$ cat config.mk
export PLATFORM = sky130hd
export DESIGN_NAME = ppp_divider
export DESIGN_NICKNAME = d
export VERILOG_FILES = /design/src/sv/ppp_divider.sv
export SDC_FILE = /design/constraint.sdc
export NUM_CORES = 2
export LEC_CHECK = 0
export BUFFER_PORTS_ARGS = -buffer_cell sky130_fd_sc_hd__buf_2
export CORE_AREA = 2 2 399 480
export CTS_CLUSTER_DIAMETER = 120
export CTS_CLUSTER_SIZE = 16
export DETAILED_ROUTE_END_ITERATION = 7
export DIE_AREA = 0 0 401 482
export GPL_TIMING_DRIVEN = 0
export PLACE_DENSITY = 0.66
export SLEW_MARGIN = 20
export SYNTH_ARGS = -nofsm -noshare
export SYNTH_HDL_FRONTEND = slang
export SYNTH_SLANG_ARGS = --single-unit
$ cat constraint.sdc
create_clock -name i_clk -period 3.7 [get_ports i_clk]
set_clock_uncertainty 0.1 [all_clocks]
set_input_delay 1.11 -clock i_clk [delete_from_list [all_inputs] [get_ports i_clk]]
set_output_delay 1.11 -clock i_clk [all_outputs]
set_load 0.1 [all_outputs]
$ cat src/sv/ppp_divider.sv
// Pipelined restoring divider: one quotient bit per stage, range check at the entry stage.
`timescale 1ns / 1ps
`default_nettype none
module ppp_divider #(
    parameter int NUM_BITS = 83,
    parameter int DEN_BITS = 48,
    parameter int Q_BITS   = 13,
    parameter int TAG_BITS = 1
) (
    input  wire logic                i_clk,
    input  wire logic                i_rst_n,
    input  wire logic                i_adv,
    input  wire logic                i_valid,
    input  wire logic [NUM_BITS-1:0] i_num,
    input  wire logic [DEN_BITS-1:0] i_den,
    input  wire logic                i_ok,
    input  wire logic [TAG_BITS-1:0] i_tag,
    output logic                     o_valid,
    output logic [Q_BITS-1:0]        o_quot,
    output logic                     o_ok,
    output logic [TAG_BITS-1:0]      o_tag
);
    // Overflow check: quotient >= 2^Q_BITS iff num >> Q_BITS >= den.
    localparam int RB = DEN_BITS + 1;
    logic                r_valid [Q_BITS+1];
    logic [NUM_BITS-1:0] r_num   [Q_BITS+1];
    logic [RB-1:0]       r_rem   [Q_BITS+1];
    logic [DEN_BITS-1:0] r_den   [Q_BITS+1];
    logic                r_ok    [Q_BITS+1];
    logic [TAG_BITS-1:0] r_tag   [Q_BITS+1];
    logic [Q_BITS-1:0]   r_q     [Q_BITS+1];

    logic [NUM_BITS-1:0] n_high;
    assign n_high = i_num >> Q_BITS;

    always_ff @(posedge i_clk) begin
        if (!i_rst_n) begin
            for (int s = 0; s <= Q_BITS; s++) r_valid[s] <= 1'b0;
        end else if (i_adv) begin
            r_valid[0] <= i_valid;
            for (int s = 1; s <= Q_BITS; s++) r_valid[s] <= r_valid[s-1];
        end
    end

    always_ff @(posedge i_clk) begin
        if (i_adv) begin
            r_num[0] <= i_num;
            r_den[0] <= i_den;
            r_tag[0] <= i_tag;
            r_q[0]   <= '0;
            r_rem[0] <= '0;
            r_ok[0]  <= i_ok && (n_high < NUM_BITS'(i_den));
        end
    end

    for (genvar s = 1; s <= Q_BITS; s++) begin : g_stage
        logic [RB-1:0] n_trial;
        logic          n_ge;
        assign n_trial = (s == 1)
            ? {DEN_BITS'(r_num[0] >> Q_BITS), r_num[0][Q_BITS-1]}
            : {r_rem[s-1][RB-2:0], r_num[s-1][Q_BITS-s]};
        assign n_ge = n_trial >= RB'(r_den[s-1]);
        always_ff @(posedge i_clk) begin
            if (i_adv) begin
                r_num[s] <= r_num[s-1];
                r_den[s] <= r_den[s-1];
                r_tag[s] <= r_tag[s-1];
                r_ok[s]  <= r_ok[s-1];
                r_rem[s] <= n_ge ? n_trial - RB'(r_den[s-1]) : n_trial;
                r_q[s]   <= {r_q[s-1][Q_BITS-2:0], 1'b0} | Q_BITS'(n_ge);
            end
        end
    end

    // First stage seeds remainder with num>>Q_BITS reduced; stage 1 handles bit Q_BITS-1.
    assign o_valid = r_valid[Q_BITS];
    assign o_quot  = r_q[Q_BITS];
    assign o_ok    = r_ok[Q_BITS];
    assign o_tag   = r_tag[Q_BITS];
endmodule
`default_nettype wire

==> flow_summary_export.csv <==
group,metric,value,unit
synth,synth_edf_count,1471,
clocking,cts_max_level,3,
worst_hold_path,worst_hold_path_type,"reg -> reg",
outcome,outcome,"finished with violations",
grt,antenna_found_initial,4,
setup_path,path_buf_inv,2,
setup_path,cp.depth,13,
clocking,clk_path_buf_depth,3,
setup_path,path_cells,"ha_1 -> and4_1 -> nor2b_2 -> o211ai_1 -> a31oi_2 -> nor2_4 -> a31oi_4 -> a21oi_4 -> o21ai_2 -> a41o_4 -> buf_12 -> buf_16 -> mux2_4",
sta,setup_viol,334,
routing,routed_via_density,5.68,
sta,period_needed,4.04,ns
sta,fmax,0.248,GHz
power,ir_drop,0.553,mV
routing,wirelength,262,mm
grt,grt_pass1_wl,392,mm
die,die_y,482,um
clocking,cts_root_buf,"clkbuf_16",
sta,whs,0.312,ns
grt,first_global_vias,67400,
setup_path,cp_max_fo,7,
synth,syn-mean-instance-area,10.8,um^2
setup_path,critPathTopFamily,"compound AO/OA/AOI/OAI gates",
sta,tns,-42.17,ns
synth,ys_types,112,
die,dieArea,193000,um^2
grt,grtUsageTotal,0.268,
setup_path,r2r_start,"r_rem[0][113]$_DFFE_PP_",
synth,synth_common_cells,"1471 x edfxtp_1, 842 x inv_1, 742 x a21oi_1",
routing,first_iter_violations,3553,
synth,syn_inst,8209,
setup_path,slowest_stage,"ha_1",
routing,drtAntennaViolNets,0,
setup_path,path_class,"reg -> reg",
layout,fillCellCount,16100,
synth,syn_nets,9029,
sta,tightest_slew,0.992,ns
synth,synth_top_cell_area_share,0.500,
setup_path,arrival,4.48,ns
synth,synth_seq_cells,1472,
sta,slew_headroom,0.334,
setup_path,timing.critical_path.from,"r_rem[0][113]$_DFFE_PP_",
placement,gp_congestion,0.957,
clocking,clock_latency,0.80,ns
power,p_per_area,868,nW/um^2
clocking,ctsHoldBuffers,0,
synth,yosys-top-cells-area,"edfxtp_1 50%, ha_1 9.5%, a21oi_1 4.2%, inv_1 3.6%, a21o_1 3.2%",
setup_path,cp-start-kind,"flop",
setup_path,r2r_slack,-0.34,ns
sta,finalHoldViolCount,0,
synth,ys_warn_count,0,
die,start_util,0.468,
layout,drive_gt1_frac,0.189,
die,io_pins,153,
placement,hpwl,199,mm
routing,num_vias,63800,
die,rows,175,
clocking,cts_tree,"yes",
placement,dpl_worst_slack,-2.07,ns
routing,drc,0,
setup_path,worst_path_largest_cell_delay,0.47,ns
grt,grt_overflow_total,0,
sta,slew_viol_final,0,
setup_path,worstPathRequired,4.14,ns
routing,wire_per_inst,23.3,um
power,p_leak,42.8,nW
clocking,cts.clk_slew.worst_paths,0.08,ns
synth,ys_async_sr_fraction,0,
setup_path,cp-endpoint,"r_rem[0][191]$_DFFE_PP_",
sta,min_period_over_period,1.09,
clocking,cts_buffers,102,
clocking,cts_sinks,1472,
grt,grt_max_degree,153,
outcome,violations,"negative setup slack",
setup_path,r2r-end,"r_rem[0][191]$_DFFE_PP_",
setup_path,reg2regPathDepth,13,
synth,synth.largest_area_cell,"edfxtp_1",
layout,syn2layout_area_growth,17.9,%
synth,synthFlopType,"edfxtp_1",
synth,synth.most_common_cell,"edfxtp_1",
die,dieWidth,401,um
synth,yosysSeqAreaShare,0.501,
synth,netlist_area,88300,um^2
layout,fin_util,0.552,
sta,rsz0062_at_grt,"yes",
placement,io_buffers,152,
setup_path,endpoint_kind,"flop",
die,core_area,189000,um^2
routing,drt_pass1_iterations,7,
layout,fin_nets,9546,
flow_run,drv_cap,0,
sta,setup_ws,-0.340,ns
-- per-layer routing --
layer | vias up | GRT usage | share of wire
li1 | 31100 | - | -
met1 | 30600 | 0.229 | 0.31
met2 | 1464 | 0.560 | 0.57
met3 | 651 | 0.0208 | 0.023
met4 | 0 | 0.204 | 0.091
met5 | - | 0 | 0
-- flip-flops by register name, summed over array words and instances, names as in the netlist --
| name | cells |
|---|---|
| r_q | 91 |
| r_num | 139 |
| r_tag | 14 |
| r_rem | 576 |
| r_valid | 14 |
| r_ok | 14 |
| r_den | 624 |
-- cells in the final DEF (no fill, tap or decap), types with 29 or more instances in the layout --
cell	netlist	routed
edfxtp_1	1471	1471
inv_1	842	826
a21oi_1	742	686
ha_1	671	536
nand2_1	568	526
nor2_1	479	452
a21o_1	371	370
o21ai_0	423	359
buf_4	23	285
xnor2_1	278	278
xor2_1	199	199
buf_2	59	164
mux2_2	209	158
nand4_1	150	150
nand3_1	133	119
clkbuf_16	0	104
ha_4	0	102
mux2_4	0	99
clkbuf_1	189	95
nor2b_1	100	88
o21bai_1	88	83
o21a_1	82	81
and3_1	84	76
nand2b_1	74	71
nor3_1	96	69
a31oi_1	76	64
buf_12	0	60
o21ai_2	2	49
and2_1	47	44
o211ai_1	39	39
o21ai_1	31	36
buf_6	9	33
ha_2	0	33
a21oi_2	1	32
a211oi_1	45	31
buf_16	0	29
-- repair_timing --
item / 4_1_cts / 5_1_grt
buffers inserted: 248 / 72
gates resized for setup: 1060 / 249
endpoints found under the setup margin: 959 / 662
pin swaps: 213 / 128
gates cloned: 25 / 1
-- worst min path at each step --
stage | from | to | slack, ns | cells past startpoint
floorplan | r_num[0][83]$_DFFE_PP_ | r_num[0][166]$_DFFE_PP_ | 0.30 | 0
global placement | r_q[3][9]$_DFFE_PP_ | r_q[3][23]$_DFFE_PP_ | 0.30 | 0
detailed placement | r_num[0][90]$_DFFE_PP_ | r_num[0][173]$_DFFE_PP_ | 0.30 | 0
CTS | r_q[2][1]$_DFFE_PP_ | r_q[2][15]$_DFFE_PP_ | 0.32 | 0
global route | r_q[2][1]$_DFFE_PP_ | r_q[2][15]$_DFFE_PP_ | 0.32 | 0
finish | r_num[0][503]$_DFFE_PP_ | r_num[0][586]$_DFFE_PP_ | 0.31 | 0
-- report_power, final --
group / internal (W) / total [W] / leakage [nW] / switching (W)
clock network: 0.00500 / 0.0108 / 1.35 / 0.00581
logic: 0.0234 / 0.0525 / 27.1 / 0.0291
registers: 0.0245 / 0.0270 / 14.4 / 0.00251
-- kinds of logic after synthesis --
| group | share of synthesized area |
|---|---|
| compound gates | 0.164 |
| xor+xnor | 0.0473 |
| fa+ha+maj | 0.0978 |
| buf+inv | 0.0510 |
| flops | 0.501 |
| mux | 0.0357 |
| simple gates | 0.104 |
-- stage by stage --
stage | instances | area [um^2] | total power [W]
after floorplan | 8209 | 88300 | 0.0562
after global placement | 10800 | 92100 | 0.0690
after detailed placement | 10900 | 92500 | 0.0686
after CTS | 11200 | 103000 | 0.0887
after global routing | 11200 | 104000 | 0.0958
final | 11200 | 104000 | 0.0903
-- final cells by class --
cell class	count	area, um^2	share of cell area
inverters	847	3240	0.0311
plain buffers	200	1750	0.0168
well taps	2478	3100	0.0298
multi-input cells	5601	44400	0.427
repair inverters	1	30.0	0.000288
flip-flops and latches	1472	44200	0.425
repair buffers	501	4570	0.0439
clock inverters	9	186	0.00179
diodes	9	22.5	0.000216
clock buffers	114	2600	0.0250
-- worst reg2reg max path, cell delays in order (launching register included) --
cell and delay (ns):
edfxtp_1 0.43, ha_1 0.47, and4_1 0.32, nor2b_2 0.20
o211ai_1 0.19, a31oi_2 0.34, nor2_4 0.10, a31oi_4 0.29
a21oi_4 0.10, o21ai_2 0.22, a41o_4 0.34, buf_12 0.20
buf_16 0.16, mux2_4 0.33
Power figures use the tool's default switching activity.
